[src/cmfm_pkg.sv]
`timescale 1ns / 1ps
// ----------------------------------------------------------------------------
// cmfm_pkg
// Shared constants, types and codes for the capture median frequency meter.
// ----------------------------------------------------------------------------
package cmfm_pkg;

  // sizing
  localparam int SAMPLES      = 16;
  localparam int COUNTER_BITS = 16;

  localparam int CAP_W     = 16;                   // capture_time field width
  localparam int FREQ_W    = 32;                   // frequency / ref_freq width
  localparam int TICK_W    = 16;                   // timeout_ticks / tick counter
  localparam int CFG_IDX_W = 2;
  localparam int PERIOD_W  = COUNTER_BITS + 1;
  localparam int REM_W     = PERIOD_W + 1;
  localparam int IDX_W     = (SAMPLES > 1) ? $clog2(SAMPLES) : 1;
  localparam int RANK_W    = $clog2(SAMPLES + 1);
  localparam int MED_RANK  = SAMPLES / 2;
  localparam int DIV_CNT_W = $clog2(FREQ_W);

  // register reset values
  localparam logic [FREQ_W-1:0] REF_FREQ_RST = FREQ_W'(1000000);
  localparam logic [TICK_W-1:0] TIMEOUT_RST  = TICK_W'(1000);

  // configuration register indexes
  localparam logic [CFG_IDX_W-1:0] CFG_REF_FREQ = CFG_IDX_W'(0);
  localparam logic [CFG_IDX_W-1:0] CFG_TIMEOUT  = CFG_IDX_W'(1);

  // result status codes
  localparam logic STATUS_MEASURED = 1'b0;
  localparam logic STATUS_TIMEOUT  = 1'b1;

  // input item kinds
  localparam logic KIND_EDGE = 1'b0;
  localparam logic KIND_TICK = 1'b1;

  // controller states
  typedef enum logic [2:0] {
    ST_IDLE,
    ST_SEL_CMP,
    ST_SEL_CHK,
    ST_DIV,
    ST_PUSH
  } cmfm_state_t;

  // controller to datapath
  typedef struct packed {
    logic accept;    // input item taken this cycle
    logic sel_cmp;   // compare candidate against all stored periods
    logic sel_chk;   // check candidate rank
    logic div_step;  // one restoring division step
    logic push;      // move pending result into the output register
  } cmfm_cmd_t;

  // datapath to controller
  typedef struct packed {
    logic tick_timeout;  // offered item is a tick that reaches the timeout
    logic run_done;      // offered item is the edge that completes a run
    logic sel_found;     // candidate is the median
    logic div_last;      // final division step
    logic out_free;      // output register can take a result
  } cmfm_status_t;

endpackage

[src/capture_median_frequency_meter.sv]
`timescale 1ns / 1ps
// ----------------------------------------------------------------------------
// capture_median_frequency_meter
// Reciprocal frequency meter with a median filter over captured periods.
// ----------------------------------------------------------------------------
// Usage:
//   in_*  items carry either an edge capture (tuser = 0, tdata = capture
//         time) or one time tick (tuser = 1). Every edge after the reference
//         adds one period; the edge that completes SAMPLES periods ends a run.
//   out_* items carry the frequency (tdata) and the status (tuser):
//         measured ref_freq / median period, or 0 with timeout status.
//   cfg_* writes ref_freq (index 0) and timeout_ticks (index 1), taken at
//         the clock edge where cfg_we is high; write only while idle.
// Sequence:
//   an item that gives no result leaves the block idle. A timeout tick
//   goes straight to the hand-off. A run-ending edge steps through a compare
//   and a check state per median candidate tried (up to SAMPLES candidates),
//   then through the bit-serial divider and the hand-off.
// Reset and stall:
//   reset clears the run and restores the register defaults; the period
//   store needs no clearing. While a result waits in the output register,
//   items that give no result are still taken; an item that gives a result
//   holds intake until the output register is free.
// ----------------------------------------------------------------------------
module capture_median_frequency_meter
  import cmfm_pkg::*;
(
  input  logic                 clk,
  input  logic                 rst_n,
  // configuration
  input  logic                 cfg_we,
  input  logic [CFG_IDX_W-1:0] cfg_index,
  input  logic [FREQ_W-1:0]    cfg_wdata,
  // input items
  input  logic                 in_tvalid,
  output logic                 in_tready,
  input  logic [CAP_W-1:0]     in_tdata,   // [15:0] capture_time
  input  logic                 in_tuser,   // [0] kind
  // result items
  output logic                 out_tvalid,
  input  logic                 out_tready,
  output logic [FREQ_W-1:0]    out_tdata,  // [31:0] frequency
  output logic                 out_tuser   // [0] status
);

  cmfm_cmd_t    cmd;
  cmfm_status_t status;

  // sequencer
  cmfm_ctrl u_ctrl (
    .clk       (clk),
    .rst_n     (rst_n),
    .in_tvalid (in_tvalid),
    .in_tready (in_tready),
    .status    (status),
    .cmd       (cmd)
  );

  // datapath
  cmfm_datapath u_datapath (
    .clk        (clk),
    .rst_n      (rst_n),
    .cfg_we     (cfg_we),
    .cfg_index  (cfg_index),
    .cfg_wdata  (cfg_wdata),
    .in_tdata   (in_tdata),
    .in_tuser   (in_tuser),
    .out_tvalid (out_tvalid),
    .out_tready (out_tready),
    .out_tdata  (out_tdata),
    .out_tuser  (out_tuser),
    .cmd        (cmd),
    .status     (status)
  );

  // a timeout result never carries a frequency
  a_timeout_zero: assert property (@(posedge clk) disable iff (!rst_n)
    out_tvalid && (out_tuser == STATUS_TIMEOUT) |-> out_tdata == '0)
    else $error("timeout result with nonzero frequency");

  // controller issues at most one command per cycle
  a_one_cmd: assert property (@(posedge clk) disable iff (!rst_n)
    $onehot0({cmd.accept, cmd.sel_cmp, cmd.sel_chk, cmd.div_step, cmd.push}))
    else $error("overlapping datapath commands");

  // intake stops after an item that produces a result
  a_busy_after_result: assert property (@(posedge clk) disable iff (!rst_n)
    cmd.accept && (status.tick_timeout || status.run_done) |=> !in_tready)
    else $error("intake open while a result is being produced");

  // a found median starts the divider
  a_found_divides: assert property (@(posedge clk) disable iff (!rst_n)
    cmd.sel_chk && status.sel_found |=> cmd.div_step)
    else $error("median found but division not started");

endmodule

[src/cmfm_ctrl.sv]
`timescale 1ns / 1ps
// ----------------------------------------------------------------------------
// cmfm_ctrl
// Sequencer: item intake, median search, division and result hand-off.
// ----------------------------------------------------------------------------
module cmfm_ctrl
  import cmfm_pkg::*;
(
  input  logic         clk,
  input  logic         rst_n,
  input  logic         in_tvalid,
  output logic         in_tready,
  input  cmfm_status_t status,
  output cmfm_cmd_t    cmd
);

  cmfm_state_t state_r, state_nxt;

  // state register
  always_ff @(posedge clk) begin
    if (!rst_n) begin
      state_r <= ST_IDLE;
    end else begin
      state_r <= state_nxt;
    end
  end

  // next state
  always_comb begin
    state_nxt = state_r;
    unique case (state_r)
      ST_IDLE: begin
        if (in_tvalid) begin
          if (status.tick_timeout) begin
            state_nxt = ST_PUSH;
          end else if (status.run_done) begin
            state_nxt = ST_SEL_CMP;
          end
        end
      end
      ST_SEL_CMP: state_nxt = ST_SEL_CHK;
      ST_SEL_CHK: begin
        if (status.sel_found) begin
          state_nxt = ST_DIV;
        end else begin
          state_nxt = ST_SEL_CMP;
        end
      end
      ST_DIV: begin
        if (status.div_last) begin
          state_nxt = ST_PUSH;
        end
      end
      ST_PUSH: begin
        if (status.out_free) begin
          state_nxt = ST_IDLE;
        end
      end
      default: state_nxt = ST_IDLE;
    endcase
  end

  // outputs
  always_comb begin
    in_tready = 1'b0;
    cmd       = '0;
    unique case (state_r)
      ST_IDLE: begin
        in_tready  = 1'b1;
        cmd.accept = in_tvalid;
      end
      ST_SEL_CMP: cmd.sel_cmp  = 1'b1;
      ST_SEL_CHK: cmd.sel_chk  = 1'b1;
      ST_DIV:     cmd.div_step = 1'b1;
      ST_PUSH:    cmd.push     = status.out_free;
      default: begin
        in_tready = 1'b0;
      end
    endcase
  end

endmodule

[src/cmfm_datapath.sv]
`timescale 1ns / 1ps
// ----------------------------------------------------------------------------
// cmfm_datapath
// Period capture, period store, median rank search, restoring divider,
// configuration registers and output register.
// ----------------------------------------------------------------------------
module cmfm_datapath
  import cmfm_pkg::*;
(
  input  logic                 clk,
  input  logic                 rst_n,
  // configuration
  input  logic                 cfg_we,
  input  logic [CFG_IDX_W-1:0] cfg_index,
  input  logic [FREQ_W-1:0]    cfg_wdata,
  // input item payload
  input  logic [CAP_W-1:0]     in_tdata,
  input  logic                 in_tuser,
  // result channel
  output logic                 out_tvalid,
  input  logic                 out_tready,
  output logic [FREQ_W-1:0]    out_tdata,
  output logic                 out_tuser,
  // control
  input  cmfm_cmd_t            cmd,
  output cmfm_status_t         status
);

  // configuration registers
  logic [FREQ_W-1:0] ref_freq_r;
  logic [TICK_W-1:0] timeout_r;

  // run state
  logic [COUNTER_BITS-1:0] last_cap_r;
  logic                    have_ref_r;
  logic [IDX_W-1:0]        count_r;
  logic [TICK_W-1:0]       tick_r;
  logic [PERIOD_W-1:0]     period_store_r [SAMPLES];

  // median search
  logic [IDX_W-1:0]    cand_idx_r;
  logic [PERIOD_W-1:0] cand_r;
  logic [SAMPLES-1:0]  lt_mask_r;
  logic [SAMPLES-1:0]  eq_mask_r;
  logic [PERIOD_W-1:0] median_r;

  // divider and pending result
  logic [REM_W-1:0]     rem_r;
  logic [FREQ_W-1:0]    quo_r;
  logic [DIV_CNT_W-1:0] div_cnt_r;
  logic                 res_status_r;

  // output register
  logic              out_valid_r;
  logic [FREQ_W-1:0] out_freq_r;
  logic              out_status_r;

  logic [COUNTER_BITS-1:0] cap;
  logic [PERIOD_W-1:0]     diff;
  logic [PERIOD_W-1:0]     period;
  logic [TICK_W-1:0]       tick_inc;
  logic                    is_tick;
  logic                    tick_hit;
  logic                    run_done;
  logic [PERIOD_W-1:0]     cand_val;
  logic [RANK_W-1:0]       n_lt;
  logic [RANK_W:0]         n_le;
  logic [REM_W-1:0]        rem_sh;
  logic [REM_W-1:0]        med_ext;
  logic                    q_bit;

  // period of the offered edge, with a counter wrap adding one full span
  assign cap  = COUNTER_BITS'(in_tdata);
  assign diff = {1'b0, cap} - {1'b0, last_cap_r};
  assign period = (cap > last_cap_r) ? diff
                                     : diff + {1'b1, {COUNTER_BITS{1'b0}}};

  // tick timeout and run completion
  assign is_tick  = (in_tuser == KIND_TICK);
  assign tick_inc = tick_r + 1'b1;
  assign tick_hit = (tick_inc >= timeout_r);
  assign run_done = !is_tick && have_ref_r && (count_r == IDX_W'(SAMPLES - 1));

  // median rank check
  assign cand_val = period_store_r[cand_idx_r];
  assign n_lt = RANK_W'($countones(lt_mask_r));
  assign n_le = (RANK_W + 1)'(n_lt) + (RANK_W + 1)'($countones(eq_mask_r));

  // restoring division step
  assign rem_sh  = {rem_r[REM_W-2:0], quo_r[FREQ_W-1]};
  assign med_ext = REM_W'(median_r);
  assign q_bit   = (rem_sh >= med_ext);

  always_comb begin
    status.tick_timeout = is_tick && tick_hit;
    status.run_done     = run_done;
    status.sel_found    = (n_lt <= RANK_W'(MED_RANK)) &&
                          ((RANK_W + 1)'(MED_RANK) < n_le);
    status.div_last     = (div_cnt_r == DIV_CNT_W'(FREQ_W - 1));
    status.out_free     = !out_valid_r || out_tready;
  end

  // configuration writes
  always_ff @(posedge clk) begin
    if (!rst_n) begin
      ref_freq_r <= REF_FREQ_RST;
      timeout_r  <= TIMEOUT_RST;
    end else if (cfg_we) begin
      unique case (cfg_index)
        CFG_REF_FREQ: ref_freq_r <= cfg_wdata;
        CFG_TIMEOUT:  timeout_r  <= TICK_W'(cfg_wdata);
        default: ;
      endcase
    end
  end

  // run control state
  always_ff @(posedge clk) begin
    if (!rst_n) begin
      last_cap_r <= '0;
      have_ref_r <= 1'b0;
      count_r    <= '0;
      tick_r     <= '0;
    end else if (cmd.accept) begin
      if (is_tick) begin
        tick_r <= tick_hit ? '0 : tick_inc;
      end else if (!have_ref_r) begin
        last_cap_r <= cap;
        have_ref_r <= 1'b1;
      end else begin
        last_cap_r <= cap;
        if (run_done) begin
          count_r    <= '0;
          have_ref_r <= 1'b0;
          tick_r     <= '0;
        end else begin
          count_r <= count_r + 1'b1;
        end
      end
    end
  end

  // period store
  always_ff @(posedge clk) begin
    if (cmd.accept && !is_tick && have_ref_r) begin
      period_store_r[count_r] <= period;
    end
  end

  // median search: compare one candidate against every stored period
  always_ff @(posedge clk) begin
    if (cmd.accept && run_done) begin
      cand_idx_r <= '0;
    end else if (cmd.sel_chk && !status.sel_found) begin
      cand_idx_r <= cand_idx_r + 1'b1;
    end
    if (cmd.sel_cmp) begin
      cand_r <= cand_val;
      for (int j = 0; j < SAMPLES; j++) begin
        lt_mask_r[j] <= (period_store_r[j] < cand_val);
        eq_mask_r[j] <= (period_store_r[j] == cand_val);
      end
    end
    if (cmd.sel_chk && status.sel_found) begin
      median_r <= cand_r;
    end
  end

  // divider, also holds the pending result
  always_ff @(posedge clk) begin
    if (cmd.accept && is_tick && tick_hit) begin
      quo_r        <= '0;
      res_status_r <= STATUS_TIMEOUT;
    end else if (cmd.sel_chk && status.sel_found) begin
      quo_r        <= ref_freq_r;
      rem_r        <= '0;
      div_cnt_r    <= '0;
      res_status_r <= STATUS_MEASURED;
    end else if (cmd.div_step) begin
      rem_r     <= q_bit ? (rem_sh - med_ext) : rem_sh;
      quo_r     <= {quo_r[FREQ_W-2:0], q_bit};
      div_cnt_r <= div_cnt_r + 1'b1;
    end
  end

  // output register
  always_ff @(posedge clk) begin
    if (!rst_n) begin
      out_valid_r <= 1'b0;
    end else if (cmd.push) begin
      out_valid_r <= 1'b1;
    end else if (out_tready) begin
      out_valid_r <= 1'b0;
    end
  end

  always_ff @(posedge clk) begin
    if (cmd.push) begin
      out_freq_r   <= quo_r;
      out_status_r <= res_status_r;
    end
  end

  assign out_tvalid = out_valid_r;
  assign out_tdata  = out_freq_r;
  assign out_tuser  = out_status_r;

endmodule

[config.mk]
export PLATFORM = sky130hd
export DESIGN_NAME = capture_median_frequency_meter
export DESIGN_NICKNAME = d
export VERILOG_FILES = /design/src/cmfm_pkg.sv /design/src/capture_median_frequency_meter.sv /design/src/cmfm_ctrl.sv /design/src/cmfm_datapath.sv
export SDC_FILE = /design/constraint.sdc
export NUM_CORES = 1
export LEC_CHECK = 0
export CORE_MARGIN = 1.5
export CORE_UTILIZATION = 57
export CTS_CLUSTER_DIAMETER = 60
export DETAILED_ROUTE_END_ITERATION = 6
export DONT_BUFFER_PORTS = 1
export PLACE_DENSITY = 0.75
export SYNTH_ARGS = -nofsm -noshare
export SYNTH_HDL_FRONTEND = slang
export SYNTH_SLANG_ARGS = --single-unit
export TNS_END_PERCENT = 50
[constraint.sdc]
create_clock -name clk -period 7 [get_ports clk]
set_input_delay 1.4 -clock clk [delete_from_list [all_inputs] [get_ports clk]]
set_output_delay 1.4 -clock clk [all_outputs]
set_load 0.01 [all_outputs]
==> results.yml, run 1 <==
status:
  status: "complete, but fails checks"
  violations: "DRC, setup timing"
cts:
  clock_latency_ns: 0.62
  htreeDepth: 2
  cts-root-buf: "clkbuf_16"
  clockBufferDepth: 3
  cts_tree: "built"
  clk_pin_slew_worst_paths_ns: 0.06
  clock_sinks: 523
  cts_buffers: 55
critical_path:
  worstRegToRegCells: 26
  slowest_delay_ns: 0.57
  rr_startpoint: "u_datapath.lt_mask_r[0]"
  worst-setup-path-type: "flip-flop to flip-flop"
  required_ns: 7.49
  worst-path-max-fanout: 8
  r2r_end: "u_datapath.quo_r[0]"
  arrival_ns: 7.53
  slowest_stage: "fa_1"
  r2r_slack_ns: -0.04
  endpoint_kind: "flip-flop"
  cp-start-kind: "flip-flop"
  crit_top_cell: "fa_1"
timing:
  fin_ws_ns: -0.03887
  fin_tns_setup_ns: -0.6276
  holdWs_ns: 0.4199
  timing.fmax_mhz: 142.1
  tightest_slew_ns: 1.310
  finalCriticalPeriod_ns: 7.039
  drv_slew: 0
  hold_violations: 0
  period_share_pct: 100.6
  rsz0062_at_grt: "yes"
  slew_headroom_pct: 12.69
  clock_skew_ns: 0.01192
  setup_viol: 40
logic_synthesis:
  ys_types: 77
  syn_nets: 2755
  synth_enable_flop_cells: 393
  synth_seq_cells: 523
  postSynthAreaPerCell_um2: 12.42
  seq_area_frac_synth_pct: 50.13
  async_flop_share_pct: 0
  synth_cells: 2314
  netlist_area_mm2: 0.02873
  ys.flop_type: "edfxtp_1"
  yosysWarningCount: 0
floorplan:
  dieWidth_um: 227.5
  ios: 91
  dieArea_mm2: 0.05177
  die_h_um: 227.5
  num_rows: 82
  core_mm2: 0.04997
  initial_core_util_pct: 57.51
placed_design:
  post-dp-hpwl_mm: 52.38
  dp_slack_ns: -0.1700
  placed_cell_area_mm2: 0.02974
  finalWeightedCongestion: 0.8814
  place.port_buffers: 0
final_layout:
  stdcell_area_mm2: 0.03186
  nets: 2790
  areaGrowthSynthToFinish_pct: 10.86
  drive_gt1_share_pct: 11.52
detailed_routing:
  drtIter0Drc: 1927
  vias_per_cell: 6.289
  postRouteAntennaNets: 0
  drc: 12
  num_vias: 19301
  routed_wl_mm: 70.28
  first_pass_iters: 7
  wl_per_cell_um: 22.90
pwr:
  p_comb_share_pct: 11.8
  swShare_pct: 24.69
  leakage_uw: 0.01283
  power_uw: 7313
  power_frac_clock_pct: 40.8
  power.switching_uw: 1805
  p_per_area_mw_per_mm2: 229.6
  p_seq_share_pct: 47.4
  internal_power_uw: 5507
  ir_worst_vdd_mv: 0.2192
global_routing:
  grt_pass1_wl_mm: 108.3
  antenna_found_initial: 4
  grt_max_degree: 83
  grt-ovfl-total: 0
  grt_pass1_vias: 19504
  track_usage_pct: 27.69
hold_path:
  hp-start: "u_datapath.cand_r[10]"
  worstHoldEndpoint: "u_datapath.median_r[10]"
  holdCritPathClass: "flip-flop to flip-flop"
  hold_depth: 0
job:
  drv_cap: 0
per-layer routing:
layer / global-route usage (%) / share of wire [%] / vias to the layer above
met4: 11.00 / 4.0 / 2
met1: 35.96 / 41 / 9597
met3: 4.685 / 6.7 / 145
li1: - / - / 8890
met2: 46.39 / 48 / 667
met5: 0 / 0.026 / -
cell usage after synthesis (15+ instances only):
| library cell | number | area, um2 |
|---|---|---|
| nand2b_1 | 26 | 162.7 |
| inv_1 | 158 | 593.1 |
| nand3_1 | 31 | 155.2 |
| dfxtp_1 | 130 | 2603 |
| a222oi_1 | 30 | 300.3 |
| and3_1 | 17 | 106.4 |
| nand4_1 | 68 | 425.4 |
| a21boi_0 | 59 | 442.9 |
| xnor2_1 | 28 | 245.2 |
| ha_1 | 359 | 4492 |
| o21a_1 | 32 | 240.2 |
| nor2_1 | 112 | 420.4 |
| buf_2 | 22 | 110.1 |
| mux4_2 | 85 | 1914 |
| a21oi_1 | 113 | 565.5 |
| nor3_1 | 26 | 130.1 |
| nand2_1 | 195 | 732.0 |
| edfxtp_1 | 393 | 11800 |
| a21o_1 | 108 | 810.8 |
| o21ai_0 | 61 | 305.3 |
| o211ai_1 | 15 | 112.6 |
| fa_1 | 26 | 520.5 |
| nor2b_1 | 29 | 181.4 |
| clkbuf_1 | 42 | 157.7 |
stage by stage:
step | utilization [%] | instances
2_1_floorplan | - | 2314
3_3_place_gp | 59.53 | 2953
3_5_place_dp | 59.53 | 2953
4_1_cts | 63.41 | 3062
5_1_grt | 63.75 | 3068
6_report | 63.76 | 3069
registers in the layout, indices dropped and copies added (netlist names), 5 cells and up, named ones only:
signal	flops
u_datapath.cand_r	17
u_datapath.lt_mask_r	16
u_datapath.eq_mask_r	16
u_datapath.timeout_r	16
u_datapath.rem_r	17
u_datapath.div_cnt_r	5
u_datapath.period_store_r	272
u_datapath.out_tdata	32
u_datapath.tick_r	16
u_datapath.last_cap_r	16
u_datapath.median_r	17
u_datapath.quo_r	32
u_datapath.ref_freq_r	32
cell families after synthesis:
logic type / Yosys count / synth area share [%]
muxes: 97 / 7.089
AOI/OAI and AO/OA: 489 / 11.74
buffers and inverters: 228 / 3.140
xor gates and xnor gates: 36 / 1.097
DFF: 523 / 50.13
adders and majority gates: 385 / 17.44
and+or+nand+nor: 556 / 9.362
area by class of cell:
cell class / count / area, um2
antenna: 1 / 2.502
clock buffer: 74 / 1518
clock inverter: 30 / 335.3
fill: 3714 / 18110
inverter: 159 / 605.6
multi-input combinational: 1563 / 13640
sequential: 523 / 14410
tap: 672 / 840.8
timing repair buffer: 47 / 504.2
power groups by stage:
stage | sequential, uW | combinational, uW | clock (uW)
after global placement | 3530 | 808 | 0
after detailed placement | 3530 | 848 | 0
after CTS | 3460 | 854 | 3030
final | 3460 | 863 | 2990
after floorplan | 3510 | 572 | 0
after global routing | 3470 | 948 | 3140
how the worst max path moves through the flow:
stage	startpoint	slack, ns	cells past startpoint	end
after detailed placement	u_datapath.lt_mask_r[0]	-0.17	25	u_datapath.quo_r[12]
after CTS	u_datapath.lt_mask_r[0]	-0.06	25	u_datapath.quo_r[12]
final	u_datapath.lt_mask_r[0]	-0.04	26	u_datapath.quo_r[0]
after floorplan	u_datapath.lt_mask_r[1]	0.03	24	u_datapath.div_cnt_r[0]
after global placement	u_datapath.lt_mask_r[1]	0.03	25	u_datapath.quo_r[25]
after global routing	u_datapath.lt_mask_r[1]	-0.31	25	u_datapath.quo_r[8]
what timing repair did:
item / CTS / global route
hold endpoints to repair: 0 / 0
cloned: 2 / 4
setup endpoints to repair: 64 / 101
pin swaps: 8 / 23
resized for setup: 11 / 13
setup buffers: 3 / 3
hold buffers: 0 / 0
worst max-delay path: cells and delay by family, from the launching register on:
family | cells | cell delay [ns]
fa+ha+maj | 11 | 4.67
compound gates | 5 | 1.14
buf+inv | 8 | 0.55
flops | 1 | 0.38
simple gates | 2 | 0.19
cells in the final DEF, fill, tap and decap left out, types with 8 or more instances in the layout:
cell type  netlist  layout
and3_1          17      16
o21ai_0         61      61
a21o_1         108     108
clkinv_2         0      10
nand4_1         68      68
o21a_1          32      32
fa_1            26      22
nor3_1          26      20
nor2b_1         29      29
edfxtp_1       393     393
xnor2_2          0       8
buf_4            1      35
o211ai_1        15      15
a21boi_0        59      59
mux2i_1         10      10
nand3_1         31      31
nand2_1        195     195
xnor2_1         28      20
a211oi_1        12       9
a222oi_1        30      30
mux4_2          85      85
dfxtp_1        130     128
nand2b_1        26      26
a21oi_1        113     111
clkbuf_1        42      12
ha_1           359     357
nor2_1         112     112
clkbuf_16        0      59
inv_1          158     153
Power figures use the tool's default switching activity.
==> inputs of run 2 (changes only) <==
- ABC_AREA: not set -> 1
- CAP_MARGIN: not set -> 25
- PLACE_DENSITY: 0.75 -> 0.73
==> run 2 against run 1 <==
  * The flow now finishes without violations
  * Register-to-register slack improved by 0.23 ns
  * Clock-buffer cell count fell by 8
  * Non-clock buffer count rose by 21
  * Via count rose by 19%
  * Clock skew rose by 0.015 ns
  * Wire length rose by 16%
  * Worst setup slack improved by 0.23 ns
  * Critical path depth fell by 2
  * Utilization fell by 0.090 points
  * Sequential share of layout area fell by 1.1 points
  * Largest cell class unchanged
==> results.yml, run 2 <==
logic_synthesis:
  synth_seq_cells: 523
  synth_cells: 2964
  syn_nets: 3405
  seq_area_frac_synth_pct: 48.65
  netlist.area_leader.share_pct: 39.86
  ys_types: 50
  synth-simple-area-share_pct: 11.97
  synth_enable_flop_cells: 393
  synth_common_cells: "edfxtp_1, nand2_1, ha_1"
  synth.most_common_cell: "edfxtp_1"
  synthMuxAreaShare_pct: 2.164
  synthAdderAreaFrac_pct: 16.93
  synth_top_family_by_area: "adder cells"
  ys.flop_type: "edfxtp_1"
  yosysWarningCount: 0
  yosys-top-cells-area: "edfxtp_1, ha_1, dfxtp_1"
  netlist_area_mm2: 0.02960
  postSynthAreaPerCell_um2: 9.988
  synth_compound_area_share_pct: 12.90
  netlist.top_cell.by_area: "edfxtp_1"
  async_flop_share_pct: 0
  yosys.area_share.xor_xnor_pct: 1.272
critical_path:
  r2r_slack_ns: 0.19
  worstRegToRegCells: 24
  arrival_ns: 7.29
  worst-path-max-fanout: 10
  cp-start-kind: "flip-flop"
  required_ns: 7.49
  worst-setup-path-type: "flip-flop to flip-flop"
  rr_startpoint: "u_datapath.lt_mask_r[0]"
  r2r_end: "u_datapath.rem_r[13]"
  endpoint_kind: "flip-flop"
detailed_routing:
  postRouteAntennaNets: 0
  routed_wl_mm: 81.46
  num_vias: 22999
  first_pass_iters: 5
  wl_per_cell_um: 21.91
  drtIter0Drc: 2469
  vias_per_cell: 6.186
  drc: 0
timing:
  clock_skew_ns: 0.02689
  finalCriticalPeriod_ns: 6.806
  timing.fmax_mhz: 146.9
  drv_slew: 0
  rsz0062_at_grt: "yes"
  slew_headroom_pct: 24.19
  setup_viol: 0
  period_share_pct: 97.23
  tightest_slew_ns: 1.127
  hold_violations: 0
cts:
  cts_tree: "built"
  clock_sinks: 523
  cts-root-buf: "clkbuf_16"
  clk_pin_slew_worst_paths_ns: 0.06
  htreeDepth: 2
  clockBufferDepth: 3
  cts_buffers: 55
  hold_buffers: 0
  clock_latency_ns: 0.64
final_layout:
  largest_register_ffs: 272
  regArea_mm2: 0.01441
  mostFrequentLayoutCells: "edfxtp_1, nand2_1, ha_1"
  top_register: "u_datapath.period_store_r"
  areaGrowthSynthToFinish_pct: 10.32
  stdcell_area_mm2: 0.03266
  nets: 3434
  final_common_cell: "edfxtp_1"
  fill_cells: 3969
  multi_input_area_mm2: 0.01348
  drive_gt1_share_pct: 6.390
global_routing:
  grt-ovfl-total: 0
  grt_pass1_vias: 22365
  grt_max_degree: 74
  grt_pass1_wl_mm: 124.2
  antenna_found_initial: 2
  track_usage_pct: 30.30
floorplan:
  dieArea_mm2: 0.05331
  initial_core_util_pct: 57.71
  core_mm2: 0.05130
  num_rows: 83
  dieWidth_um: 230.9
  die_h_um: 230.9
  ios: 91
hold_path:
  holdCritPathClass: "flip-flop to flip-flop"
  hold_depth: 0
  hp-start: "u_datapath.cand_r[12]"
  worstHoldEndpoint: "u_datapath.median_r[12]"
placed_design:
  post-dp-hpwl_mm: 57.79
  finalWeightedCongestion: 0.9651
  placed_cell_area_mm2: 0.03056
  place.port_buffers: 0
status:
  status: "completed"
job:
  drv_cap: 0
## run 2: changes by cell type in the layout (fill, tap and decap cells not counted), sizes merged, moves of 85 or more
cell | before | now
inv | 162 | 365
a21o | 108 | 5
nand2 | 196 | 378
a21oi | 114 | 333
mux4 | 85 | 0
o21ai | 63 | 239
## run 2: kinds of logic (layout without fill, tap and decap cells)
group,after synthesis,in the layout
xor gates and xnor gates,43,43
buffers and inverters,457,529
muxes,64,64
and+or+nand+nor,793,793
DFF,523,523
other,0,2
AOI/OAI and AO/OA,699,699
adders and majority gates,385,385
## run 2: final cells by class
class	instances	area share [%]
clock buffer	66	4.563
tap	680	2.605
sequential	523	44.12
inverter	361	4.156
timing repair buffer	68	2.122
multi-input combinational	1984	41.28
clock inverter	34	1.142
antenna	2	0.01532
## run 2: repair_timing
action	CTS	global route
endpoints found under the setup margin	65	103
buffers inserted	0	4
gates cloned	1	2
gates resized for setup	5	8
pin swaps	1	7
## run 2: worst max-delay path by stage
| stage | start | to | slack, ns | depth (start not counted) |
|---|---|---|---|---|
| after CTS | u_datapath.lt_mask_r[0] | u_ctrl.state_r[1] | -0.01 | 25 |
| after detailed placement | u_datapath.lt_mask_r[0] | u_datapath.rem_r[3] | -0.24 | 25 |
| after floorplan | u_datapath.lt_mask_r[0] | u_datapath.div_cnt_r[0] | 0.10 | 24 |
| final | u_datapath.lt_mask_r[0] | u_datapath.rem_r[13] | 0.19 | 24 |
| after global routing | u_datapath.lt_mask_r[0] | u_datapath.rem_r[11] | -0.05 | 24 |
| after global placement | u_datapath.lt_mask_r[0] | u_datapath.rem_r[3] | 0.02 | 25 |
## run 2: metrics by stage
step / hold slack, ns / TNS (ns) / setup WS, ns / utilization, % / instances
2_1_floorplan: 0.4003 / 0 / 0.1040 / - / 2964
3_3_place_gp: 0.4075 / 0 / 0.02221 / 59.53 / 3605
3_5_place_dp: 0.4045 / -5.595 / -0.2400 / 59.56 / 3606
4_1_cts: 0.3962 / -0.01342 / -0.01092 / 63.31 / 3707
5_1_grt: 0.4095 / -0.4701 / -0.04723 / 63.66 / 3716
6_report: 0.3949 / 0 / 0.1941 / 63.67 / 3718
## run 2: per-layer routing
| layer | routed length [um] | up-vias | GRT usage (%) | share of wire [%] |
|---|---|---|---|---|
| met5 | 27 | - | 0 | 0.033 |
| met4 | 4267 | 4 | 14.64 | 5.2 |
| met3 | 7671 | 254 | 5.262 | 9.4 |
| met2 | 37150 | 1185 | 49.27 | 46 |
| met1 | 32350 | 10936 | 39.30 | 40 |
| li1 | - | 10620 | - | - |
## run 2: critical path: stages (launching register included)
cell	delay (ns)
edfxtp_1	0.39
ha_2	0.33
inv_1	0.05
fa_1	0.44
fa_1	0.49
fa_1	0.51
fa_1	0.55
inv_1	0.06
ha_4	0.28
inv_1	0.06
fa_1	0.53
inv_1	0.05
fa_1	0.48
inv_1	0.05
fa_1	0.45
fa_2	0.35
inv_2	0.08
fa_2	0.45
nand3b_1	0.18
nand3_2	0.10
nand3_4	0.10
nand3_4	0.16
bufbuf_16	0.30
o21ai_0	0.08
a21oi_1	0.14
Power of run 2 is left out: the tool's default activity adds up to more than one toggle a clock period on the data nets, which glitch-free logic cannot reach.
